--- src/rtl/core/b64c_pkg.sv ---
package b64c_pkg;

    localparam logic [7:0] PAD_CHAR = 8'h3D;

    typedef enum logic [1:0] {
        JOB_ENC,
        JOB_DEC,
        JOB_ERR
    } job_kind_t;

    // one group of work handed from front to back
    typedef struct packed {
        job_kind_t       kind;
        logic [23:0]     bits;      // encode: left-aligned triple, decode: 24 decoded bits
        logic [1:0]      pad;       // encode: bit 0 pads char 2, bit 1 pads char 3
        logic [3:0][1:0] sel;       // slot emitted at each result position
        logic [1:0]      last_idx;  // position of the final result of this job
        logic            last;      // job closes the stream
    } job_t;

    // six-bit value to alphabet character
    function automatic logic [7:0] enc_char(input logic [5:0] v);
        logic [7:0] c;
        if (v < 6'd26) begin
            c = 8'h41 + {2'b00, v};
        end else if (v < 6'd52) begin
            c = 8'h61 + {2'b00, v - 6'd26};
        end else if (v < 6'd62) begin
            c = 8'h30 + {2'b00, v - 6'd52};
        end else if (v == 6'd62) begin
            c = 8'h2B;
        end else begin
            c = 8'h2F;
        end
        return c;
    endfunction

    // character to {valid, six-bit value}; pad counts as zero
    function automatic logic [6:0] dec_char(input logic [7:0] c);
        logic [6:0] r;
        if (c inside {[8'h41:8'h5A]}) begin
            r = {1'b1, 6'(c - 8'h41)};
        end else if (c inside {[8'h61:8'h7A]}) begin
            r = {1'b1, 6'(c - 8'h61 + 8'd26)};
        end else if (c inside {[8'h30:8'h39]}) begin
            r = {1'b1, 6'(c - 8'h30 + 8'd52)};
        end else if (c == 8'h2B) begin
            r = {1'b1, 6'd62};
        end else if (c == 8'h2F) begin
            r = {1'b1, 6'd63};
        end else if (c == PAD_CHAR) begin
            r = {1'b1, 6'd0};
        end else begin
            r = 7'd0;
        end
        return r;
    endfunction

endpackage

--- src/rtl/core/b64c_front.sv ---
module b64c_front
    import b64c_pkg::*;
(
    input  logic       clk,
    input  logic       rst_n,
    input  logic       push,
    output logic       full,
    input  logic [7:0] data_in,
    input  logic       last_in,
    input  logic       cfg_we,
    input  logic       cfg_wdata,
    input  logic       q_full,
    output logic       q_push,
    output job_t       q_job
);

    logic        dir_reg, dir_next;
    logic [23:0] gb_reg, gb_next;
    logic [1:0]  cnt_reg, cnt_next;
    logic [1:0]  pad_reg, pad_next;
    logic        err_reg, err_next;

    logic        accept;
    logic [2:0]  have;
    logic [23:0] enc_bits;
    logic [23:0] dec_bits;
    logic [6:0]  cv;
    logic        is_pad;
    logic [1:0]  pad_v;
    logic        err_v;

    assign full   = q_full;
    assign accept = push && !q_full;
    assign have   = {1'b0, cnt_reg} + 3'd1;
    assign enc_bits = {gb_reg[15:0], data_in};
    assign cv       = dec_char(data_in);
    assign dec_bits = {gb_reg[17:0], cv[5:0]};
    assign is_pad   = (data_in == PAD_CHAR);

    always_comb
    begin
        dir_next = dir_reg;
        gb_next  = gb_reg;
        cnt_next = cnt_reg;
        pad_next = pad_reg;
        err_next = err_reg;
        q_push   = 1'b0;
        q_job    = '0;
        pad_v    = pad_reg;
        err_v    = err_reg;
        if (cfg_we) begin
            dir_next = cfg_wdata;
            gb_next  = '0;
            cnt_next = '0;
            pad_next = '0;
            err_next = 1'b0;
        end else if (accept) begin
            if (!dir_reg) begin
                if (have < 3'd3 && !last_in) begin
                    gb_next  = enc_bits;
                    cnt_next = have[1:0];
                end else begin
                    q_push        = 1'b1;
                    q_job.kind    = JOB_ENC;
                    case (have)
                        3'd1:    q_job.bits = {enc_bits[7:0], 16'h0000};
                        3'd2:    q_job.bits = {enc_bits[15:0], 8'h00};
                        default: q_job.bits = enc_bits;
                    endcase
                    q_job.pad[0]   = (have < 3'd2);
                    q_job.pad[1]   = (have < 3'd3);
                    q_job.sel      = {2'd3, 2'd2, 2'd1, 2'd0};
                    q_job.last_idx = 2'd3;
                    q_job.last     = last_in;
                    gb_next  = '0;
                    cnt_next = '0;
                    pad_next = '0;
                    err_next = 1'b0;
                end
            end else begin
                if (!err_reg) begin
                    if (!cv[6]) begin
                        err_v = 1'b1;
                    end else begin
                        pad_v = pad_reg | {(have == 3'd4) && is_pad, (have == 3'd3) && is_pad};
                        if (have == 3'd4) begin
                            q_push      = 1'b1;
                            q_job.kind  = JOB_DEC;
                            q_job.bits  = dec_bits;
                            q_job.last  = last_in;
                            q_job.sel[0] = 2'd0;
                            case (pad_v)
                                2'b00:
                                begin
                                    q_job.sel[1]   = 2'd1;
                                    q_job.sel[2]   = 2'd2;
                                    q_job.last_idx = 2'd2;
                                end
                                2'b01:
                                begin
                                    q_job.sel[1]   = 2'd2;
                                    q_job.last_idx = 2'd1;
                                end
                                2'b10:
                                begin
                                    q_job.sel[1]   = 2'd1;
                                    q_job.last_idx = 2'd1;
                                end
                                default: q_job.last_idx = 2'd0;
                            endcase
                            gb_next  = '0;
                            cnt_next = '0;
                            pad_next = '0;
                        end else begin
                            gb_next  = dec_bits;
                            cnt_next = have[1:0];
                            pad_next = pad_v;
                            if (last_in) begin
                                err_v = 1'b1;
                            end
                        end
                    end
                end
                err_next = err_v;
                if (last_in) begin
                    if (err_v) begin
                        q_push         = 1'b1;
                        q_job          = '0;
                        q_job.kind     = JOB_ERR;
                        q_job.last     = 1'b1;
                        q_job.last_idx = 2'd0;
                    end
                    gb_next  = '0;
                    cnt_next = '0;
                    pad_next = '0;
                    err_next = 1'b0;
                end
            end
        end
    end

    always_ff @(posedge clk or negedge rst_n)
    begin
        if (!rst_n) begin
            dir_reg <= 1'b0;
            gb_reg  <= '0;
            cnt_reg <= '0;
            pad_reg <= '0;
            err_reg <= 1'b0;
        end else begin
            dir_reg <= dir_next;
            gb_reg  <= gb_next;
            cnt_reg <= cnt_next;
            pad_reg <= pad_next;
            err_reg <= err_next;
        end
    end

endmodule

--- src/rtl/core/b64c_queue.sv ---
module b64c_queue
    import b64c_pkg::*;
#(
    parameter int DEPTH = 2
)
(
    input  logic clk,
    input  logic rst_n,
    input  logic wr_en,
    input  job_t wr_job,
    output logic full,
    input  logic rd_en,
    output logic head_valid,
    output job_t head_job
);

    localparam int PW = (DEPTH > 1) ? $clog2(DEPTH) : 1;
    localparam int CW = $clog2(DEPTH + 1);

    job_t          store_reg [DEPTH];
    logic [PW-1:0] wr_ptr_reg, wr_ptr_next;
    logic [PW-1:0] rd_ptr_reg, rd_ptr_next;
    logic [CW-1:0] count_reg, count_next;
    logic          do_wr;
    logic          do_rd;

    assign full       = (count_reg == CW'(DEPTH));
    assign head_valid = (count_reg != '0);
    assign head_job   = store_reg[rd_ptr_reg];
    assign do_wr      = wr_en && !full;
    assign do_rd      = rd_en && head_valid;

    always_comb
    begin
        wr_ptr_next = wr_ptr_reg;
        rd_ptr_next = rd_ptr_reg;
        count_next  = count_reg;
        if (do_wr) begin
            wr_ptr_next = (wr_ptr_reg == PW'(DEPTH - 1)) ? '0 : wr_ptr_reg + PW'(1);
        end
        if (do_rd) begin
            rd_ptr_next = (rd_ptr_reg == PW'(DEPTH - 1)) ? '0 : rd_ptr_reg + PW'(1);
        end
        if (do_wr && !do_rd) begin
            count_next = count_reg + CW'(1);
        end else if (do_rd && !do_wr) begin
            count_next = count_reg - CW'(1);
        end
    end

    always_ff @(posedge clk)
    begin
        if (do_wr) begin
            store_reg[wr_ptr_reg] <= wr_job;
        end
    end

    always_ff @(posedge clk or negedge rst_n)
    begin
        if (!rst_n) begin
            wr_ptr_reg <= '0;
            rd_ptr_reg <= '0;
            count_reg  <= '0;
        end else begin
            wr_ptr_reg <= wr_ptr_next;
            rd_ptr_reg <= rd_ptr_next;
            count_reg  <= count_next;
        end
    end

endmodule

--- src/rtl/core/b64c_back.sv ---
module b64c_back
    import b64c_pkg::*;
(
    input  logic       clk,
    input  logic       rst_n,
    input  logic       head_valid,
    input  job_t       head_job,
    output logic       q_pop,
    input  logic       pop,
    output logic       empty,
    output logic [7:0] data_out,
    output logic       last_out,
    output logic       error_out,
    output logic [1:0] slot_idx
);

    logic       valid_reg, valid_next;
    logic [7:0] data_reg, data_next;
    logic       last_reg, last_next;
    logic       err_reg, err_next;
    logic [1:0] idx_reg, idx_next;

    logic       advance;
    logic       final_beat;
    logic [1:0] slot;
    logic [5:0] six;
    logic [7:0] byte_v;

    assign advance    = head_valid && (!valid_reg || pop);
    assign final_beat = (idx_reg == head_job.last_idx);
    assign q_pop      = advance && final_beat;
    assign slot       = head_job.sel[idx_reg];

    always_comb
    begin
        case (slot)
            2'd0:    six = head_job.bits[23:18];
            2'd1:    six = head_job.bits[17:12];
            2'd2:    six = head_job.bits[11:6];
            default: six = head_job.bits[5:0];
        endcase
        case (slot)
            2'd0:    byte_v = head_job.bits[23:16];
            2'd1:    byte_v = head_job.bits[15:8];
            2'd2:    byte_v = head_job.bits[7:0];
            default: byte_v = 8'h00;
        endcase
    end

    always_comb
    begin
        valid_next = valid_reg;
        data_next  = data_reg;
        last_next  = last_reg;
        err_next   = err_reg;
        idx_next   = idx_reg;
        if (advance) begin
            valid_next = 1'b1;
            last_next  = head_job.last && final_beat;
            err_next   = 1'b0;
            case (head_job.kind)
                JOB_ENC:
                begin
                    if ((slot == 2'd2 && head_job.pad[0]) || (slot == 2'd3 && head_job.pad[1]))
                    begin
                        data_next = PAD_CHAR;
                    end else begin
                        data_next = enc_char(six);
                    end
                end
                JOB_DEC: data_next = byte_v;
                JOB_ERR:
                begin
                    data_next = 8'h00;
                    err_next  = 1'b1;
                end
                default: data_next = 8'h00;
            endcase
            idx_next = final_beat ? 2'd0 : idx_reg + 2'd1;
        end else if (pop) begin
            valid_next = 1'b0;
        end
    end

    always_ff @(posedge clk or negedge rst_n)
    begin
        if (!rst_n) begin
            valid_reg <= 1'b0;
            idx_reg   <= 2'd0;
        end else begin
            valid_reg <= valid_next;
            idx_reg   <= idx_next;
        end
    end

    always_ff @(posedge clk)
    begin
        data_reg <= data_next;
        last_reg <= last_next;
        err_reg  <= err_next;
    end

    assign empty     = !valid_reg;
    assign data_out  = data_reg;
    assign last_out  = last_reg;
    assign error_out = err_reg;
    assign slot_idx  = idx_reg;

endmodule

--- src/rtl/core/base64_stream_codec_top.sv ---
// channel   direction  handshake                 payload
// input     in         push / full               data_in[7:0], last_in
// result    out        pop / empty               data_out[7:0], last_out, error_out
// config    in         direction_we (no wait)    direction_wdata
//
// the front takes one beat per cycle while the job queue has room; a job holds one group
// the back emits one result beat per cycle from its output register while pop keeps up,
// so encode takes three input beats per four result beats and decode takes one input
// beat per cycle; a group's job is queued, then its first result is registered
// rst_n clears all control state at once; direction resets to encode
// a stall on pop fills the output register, then the queue, then raises full
module base64_stream_codec_top
    import b64c_pkg::*;
#(
    parameter int QUEUE_DEPTH = 2
)
(
    input  logic       clk,
    input  logic       rst_n,
    input  logic       push,
    output logic       full,
    input  logic [7:0] data_in,
    input  logic       last_in,
    output logic       empty,
    input  logic       pop,
    output logic [7:0] data_out,
    output logic       last_out,
    output logic       error_out,
    input  logic       direction_we,
    input  logic       direction_wdata
);

    // front to queue
    logic q_push;
    job_t q_job;
    logic q_full;

    // queue to back
    logic q_pop;
    logic head_valid;
    job_t head_job;
    logic [1:0] slot_idx;

    // front: gathers bytes or characters into groups, tracks padding and errors
    b64c_front u_front (
        .clk       (clk),
        .rst_n     (rst_n),
        .push      (push),
        .full      (full),
        .data_in   (data_in),
        .last_in   (last_in),
        .cfg_we    (direction_we),
        .cfg_wdata (direction_wdata),
        .q_full    (q_full),
        .q_push    (q_push),
        .q_job     (q_job)
    );

    // short job queue lets front and back stall on their own
    b64c_queue #(
        .DEPTH (QUEUE_DEPTH)
    ) u_queue (
        .clk        (clk),
        .rst_n      (rst_n),
        .wr_en      (q_push),
        .wr_job     (q_job),
        .full       (q_full),
        .rd_en      (q_pop),
        .head_valid (head_valid),
        .head_job   (head_job)
    );

    // back: walks the slots of each job, one result beat per cycle while pop keeps up
    b64c_back u_back (
        .clk        (clk),
        .rst_n      (rst_n),
        .head_valid (head_valid),
        .head_job   (head_job),
        .q_pop      (q_pop),
        .pop        (pop),
        .empty      (empty),
        .data_out   (data_out),
        .last_out   (last_out),
        .error_out  (error_out),
        .slot_idx   (slot_idx)
    );

    // an error beat always closes the stream with zero data
    a_err_beat: assert property (@(posedge clk) disable iff (!rst_n)
        (!empty && error_out) |-> (last_out && data_out == 8'h00))
        else $error("error beat without last or with data");

    // slot walk never runs past the job's final result
    a_slot_range: assert property (@(posedge clk) disable iff (!rst_n)
        head_valid |-> (slot_idx <= head_job.last_idx))
        else $error("slot index beyond job");

    // a job at the head stays while the output register is stalled
    a_head_hold: assert property (@(posedge clk) disable iff (!rst_n)
        (head_valid && !empty && !pop) |=> head_valid)
        else $error("job lost during output stall");

endmodule
--- config.mk ---
export PLATFORM = sky130hd
export DESIGN_NAME = base64_stream_codec_top
export DESIGN_NICKNAME = d
export VERILOG_FILES = /design/src/rtl/core/b64c_pkg.sv /design/src/rtl/core/b64c_front.sv /design/src/rtl/core/b64c_queue.sv /design/src/rtl/core/b64c_back.sv /design/src/rtl/core/base64_stream_codec_top.sv
export SDC_FILE = /design/constraint.sdc
export NUM_CORES = 1
export LEC_CHECK = 0
export BUFFER_PORTS_ARGS = -buffer_cell sky130_fd_sc_hd__buf_2
export CAP_MARGIN = 20
export CELL_PAD_IN_SITES_DETAIL_PLACEMENT = 1
export CELL_PAD_IN_SITES_GLOBAL_PLACEMENT = 1
export CORE_MARGIN = 2
export CORE_UTILIZATION = 55
export DETAILED_ROUTE_END_ITERATION = 16
export PLACE_DENSITY_LB_ADDON = 0.1
export SETUP_SLACK_MARGIN = 0.4
export SKIP_LAST_GASP = 1
export SYNTH_ARGS = -nofsm -noshare
export SYNTH_HDL_FRONTEND = slang
export SYNTH_HIERARCHICAL = 1
export SYNTH_SLANG_ARGS = --single-unit
--- constraint.sdc ---
create_clock -name clk -period 5.9 [get_ports clk]
set_clock_uncertainty 0.05 [all_clocks]
set_input_delay 0.885 -clock clk [delete_from_list [all_inputs] [get_ports clk]]
set_output_delay 0.885 -clock clk [all_outputs]
set_load 0.01 [all_outputs]
# --- Yosys cells after proc, flatten, opt, wreduce, memory -nomap -nowiden ---
# Memories as Yosys holds them, arrays and structs flattened.
# Index checks and enable logic that the tools add are counted.
classes:
  n_addsub: 16
  n_lt_le_gt_ge: 12
  bitwise: 1
  mux: 87
  n_eq_ne: 20
  reduce_logical: 35
ops:
  columns: ["op", "count"]
  rows:
  - ["two-way mux 39 bit", 5]
  - ["two-way mux 18 bit", 8]
  - ["two-way mux 26 bit", 2]
  - ["one-hot mux 24 bit (2 select lines)", 1]
  - ["two-way mux 2 bit", 21]
  - ["two-way mux 7 bit", 6]
  - ["two-way mux 37 bit", 1]
  - ["two-way mux 8 bit", 4]
  - ["two-way mux 1 bit", 28]
  - ["two-way mux 9 bit", 3]
  - ["two-way mux 25 bit", 1]
  - ["== test 8 x 6 -> 1 bit (second input constant)", 3]
  - ["one-hot mux 8 bit (3 select lines)", 1]
  - ["one-hot mux 6 bit (3 select lines)", 1]
  - ["subtractor 6 bit (second input constant)", 3]
  - ["adder 7 x 6 -> 8 bit (first input constant)", 2]
  - ["greater-or-equal comparator 8 x 7 -> 1 bit (second input constant)", 2]
  - ["less-or-equal comparator 8 x 7 -> 1 bit (second input constant)", 2]
  - ["logical AND 1 bit", 16]
  - ["one-hot mux 8 bit (2 select lines)", 1]
  - ["less-than comparator 6 bit (second input constant)", 2]
  - ["== test 2 bit (second input constant)", 5]
  - ["greater-or-equal comparator 8 x 6 -> 1 bit (second input constant)", 1]
  - ["less-or-equal comparator 8 x 6 -> 1 bit (second input constant)", 1]
  - ["32 further kinds", 51]
totals:
  mem_count: 1
  reg_bits: 41
  ram_bits: 78
  wordCells: 185
  out_inout_bits: 12
  in_bits: 15
mem_list:
  columns: ["memory", "words", "word_bits", "rd", "rd_clocked_by_memory_dff", "wr", "line_no", "text"]
  rows:
  - ["u_queue.store_reg", 2, 39, 1, 0, 1, "b64c_queue.sv:20", "job_t store_reg [DEPTH];"]

# --- Longest topological paths before layout ---
depth:
  depth_word: 22
  depth_mapped: 15

# --- Modules after synthesis ---
# The synthesis kept the hierarchy.
by_module_without_submodules:
  columns: ["module", "cells_each", "instances", "area_each_um2"]
  rows:
  - ["b64c_queue", 140, 1, 3026.7]
  - ["b64c_front", 313, 1, 2458.6]
  - ["b64c_back", 173, 1, 1571.5]

# --- Least setup slack after synthesis ---
# Ideal clock, no wire load.
synth_timing:
  kind: "input port to flip-flop"
  startpoint: "in data_in[2]"
  endpoint: "mem u_queue/store_reg[0][0] (netlist name), enable pin"
  arrival_time_ns: 4.406
  stages: 11
  setup_slack_ns: 1.009
  setup_ns: 0.435
  cell_sequence: "clkbuf_1 -> inv_1 -> ha_1 -> a21o_1 -> a311oi_2 -> o21ai_2 -> o21ai_1 -> nand2_1 -> a21oi_1 -> nand2_1 -> nor2_1"
synth_via:
  elab_chain_cells: 20
  word_cells_on_any_way: 33
synth_rtl:
  columns: ["item", "line_no", "text"]
  rows:
  - ["start: declaration", "base64_stream_codec_top.sv:22", "input logic [7:0] data_in,"]
  - ["== test 8 x 6 -> 1 bit", "b64c_pkg.sv:51", "end else if (c == PAD_CHAR) begin"]
  - ["two-way mux 7 bit", "b64c_pkg.sv:51", null]
  - ["two-way mux 7 bit", "b64c_pkg.sv:49", "end else if (c == 8'h2F) begin"]
  - ["two-way mux 7 bit", "b64c_pkg.sv:47", "end else if (c == 8'h2B) begin"]
  - ["two-way mux 7 bit", "b64c_pkg.sv:45", "end else if (c inside {[8'h30:8'h39]}) begin"]
  - ["two-way mux 7 bit", "b64c_pkg.sv:43", "end else if (c inside {[8'h61:8'h7A]}) begin"]
  - ["two-way mux 7 bit *", "b64c_pkg.sv:41", "if (c inside {[8'h41:8'h5A]}) begin"]
  - ["two-way mux 1 bit", "b64c_front.sv:82", "if (!cv[6]) begin"]
  - ["[... 5 more ...]", null, null]
  - ["two-way mux 1 bit *", "b64c_front.sv:125", "if (last_in) begin"]
  - ["two-way mux 1 bit *", "b64c_front.sv:58", "if (!dir_reg) begin"]
  - ["two-way mux 1 bit *", "b64c_front.sv:57", "end else if (accept) begin"]
  - ["two-way mux 1 bit *", "b64c_front.sv:51", "if (cfg_we) begin"]
  - ["net q_push", "base64_stream_codec_top.sv:34", "logic q_push;"]
  - ["logical AND 1 bit *", "b64c_queue.sv:30", "assign do_wr = wr_en && !full;"]
  - ["two-way mux 1 bit *", "b64c_queue.sv:53", "if (do_wr) begin"]
  - ["two-way mux 1 bit (not written as such) *", "b64c_queue.sv:54", "store_reg[wr_ptr_reg] <= wr_job;"]
  - ["end: declaration", "b64c_queue.sv:20", null]
# The timed path passes the listed nets; every way through them passes the cells marked *. The select of a mux whose other input is x is not followed.

==> flow_summary.ini <==
[outcome]
status = complete, no violations

[placement]
gp_congestion = 0.914
dp_cells = 791
post-dp-hpwl_um = 13500
port-buffer-count = 26

[sta]
min_period_over_period_pct = 78.1
worstMarginPinSlew_ns = 0.969
setup_viol = 0
fin_crit_ns = 4.61
timing.hold.ws_ns = 0.462
hold_violations = 0
tns_ns = 0
fmax_mhz = 217
max_slew_margin_pct = 35.0
slew_viol_final = 0
rsz0062_at_grt = no

[power]
clockPowerShare_pct = 23.9
vdd_ir_drop_max_v = 0.000249
p_int_w = 0.00243
leakage_nw = 2.95
pwr-share-comb_pct = 48.6
powerDensity_nw_per_um2 = 532
p_switching_w = 0.00169
seq_power_share_pct = 27.5
swShare_pct = 41.0

[yosys]
synth_common_cells = edfxtp_1, mux2_2, nand2_1
yosysWarnings = 6
syn-cell-area_um2 = 7060
synth_edf_count = 88
synth_top_family_by_area = compound AO/OA/AOI/OAI gates
yosys-mux-area-fraction_pct = 10.4
ys_types = 78
post-synth-top-count-cell = edfxtp_1
synth_ff_type = edfxtp_1
synthArstFlopShare_pct = 26.1
yosysTopAreaCellShare_pct = 37.4
synthSimpleGateAreaFrac_pct = 10.5
synthTopCellsByArea = edfxtp_1, dfrtp_1, mux2_2
synth_area_leader_cell = edfxtp_1
seq_area_frac_synth_pct = 48.4
synth-xor-area-share_pct = 2.62
synthesis.instances = 626
syn_avg_cell_area_um2 = 11.3
synth_compound_area_share_pct = 17.8
synth_adder_area_share_pct = 4.61
yosys_register_bits = 119

[routing]
via_per_inst = 6.30
wl_per_cell_um = 23.1
drt_pre_antenna_iters = 7
dr.first_iter.drc_count = 557
drc_errors = 0
wirelength_um = 19000
vias = 5189
ant_nets = 0

[floorplan]
start_util_pct = 56.1
io_pins = 27
design.core.area_um2 = 12600
fp.dieH_um = 117
num_rows = 41
die_w_um = 117
dieArea_um2 = 13800

[setup_path]
cp_cell_sequence = mux2_2 -> mux4_2 -> or2_1 -> a22oi_2 -> inv_1 -> ha_1 -> xnor2_1 -> nand4_2 -> xor2_1 -> a311o_1
worst_path_largest_cell_delay_ns = 0.87
crit_cells = 10
cp-start-kind = flop
arrival_ns = 4.73
critPathTopFamily = multiplexers
critPathMaxFanout = 28
path_class = reg2reg
crit_buf_inv = 1
critPathRequiredTime_ns = 6.02
cp-end-kind = flop
cpMaxStageDelayCell = dfrtp_1
r2r_cells = 10

[finish]
layout.nets = 679
drive_above_1_share_pct = 19.8
area_growth_pct = 9.84
fin_util_pct = 61.7
largest_reg_flops = 78
fin_cells = 823
n_antenna_cell = 0

[grt]
grt_max_degree = 40
antenna_found_initial = 0
grt_usage_pct = 29.6
grt_pass1_wl_um = 30000
overflow = 0
grt_pass1_vias = 5312

[clock_tree]
cts_root_buf = clkbuf_16
clock_sinks = 119
clk_latency_ns = 0.43
cts_hold_repair.buffers = 0
clk_pin_slew_ns = 0.05
cts_tree = done
cts_buffer_depth = 2
cts_setup_buffers = 0
htree_levels = 4
numCtsBuffers = 17
cts_resized = 0

[hold_path]
hold_depth = 1
min_path_type = reg2reg

[run]
max_cap_viol_count = 0
placed cells by master, fill, tap and decap left out, drive strengths merged, types with 10 or more instances in the layout:
cell and n:
edfxtp 88, nand3 10, o21ai 54, dfrtp 31
inv 35, mux2 42, nor3 12, xor2 10
clkbuf 18, ha 26, a22oi 23, nand2 42
a22o 15, buf 33, a21oi 32, mux2i 18
nor2 29
logic make-up after synthesis:
logic type	after synthesis
DFF	119
other	1
muxes	63
buffers and inverters	73
and+or+nand+nor	145
xor gates and xnor gates	19
AOI/OAI and AO/OA	180
adders and majority gates	26
worst paths after layout:
check	endpoint	slack [ns]	startpoint
worst min register to register	u_queue/count_reg[1]$_DFFE_PN0P_	0.46	u_queue/count_reg[1]$_DFFE_PN0P_
worst max-delay path	u_back/data_out[5]$_DFFE_PP_	1.29	u_queue/rd_ptr_reg$_DFFE_PN0P_
max in group asynchronous	u_front/gb_reg[3]$_DFFE_PN0P_	4.86	rst_n
worst max register to register	u_back/data_out[5]$_DFFE_PP_	1.29	u_queue/rd_ptr_reg$_DFFE_PN0P_
worst min-delay path	u_queue/count_reg[1]$_DFFE_PN0P_	0.46	u_queue/count_reg[1]$_DFFE_PN0P_
min in group asynchronous	u_front/pad_reg[0]$_DFFE_PN0P_	0.47	rst_n
power groups by stage:
stage               Sequential (W)  Clock, W  Combinational [W]
finish                     0.00113  0.000985            0.00200
global route               0.00115   0.00102            0.00218
CTS                        0.00113  0.000996            0.00199
detailed placement         0.00115         0            0.00197
global placement           0.00114         0            0.00193
floorplan                  0.00112         0            0.00156
stage by stage:
step	total power [W]	instance area (um^2)	setup slack (ns)
final	0.00412	7750	1.29
after global routing	0.00436	7750	1.06
after CTS	0.00412	7750	1.30
after detailed placement	0.00312	7200	1.30
after global placement	0.00307	7200	1.43
after floorplan	0.00268	7060	1.01
layer usage:
layer	track usage (%)	share of wire, %	up-vias	routed length [um]
met4	11.8	2.8	0	541
met3	5.36	4.8	41	917
met1	38.6	43	2603	8100
li1	-	-	2361	-
met2	49.2	50	184	9430
met5	0	0	-	0
worst register-to-register path, delay by kind of cell (launching register included):
kind            cells  cell delay, ns
flops               1            0.87
buf+inv             1            0.19
compound gates      2            0.74
fa+ha+maj           1            0.25
simple gates        2            0.53
xor+xnor            2            0.50
mux                 2            1.23
layout make-up:
class	instances	area [um^2]
Clock inverter	14	126
Clock buffer	18	429
Fill cell	1329	4820
Multi-Input combinational cell	436	3260
Inverter	31	116
Tap cell	172	215
Sequential cell	119	3420
Timing Repair Buffer	33	183
Power figures use the tool's default switching activity.
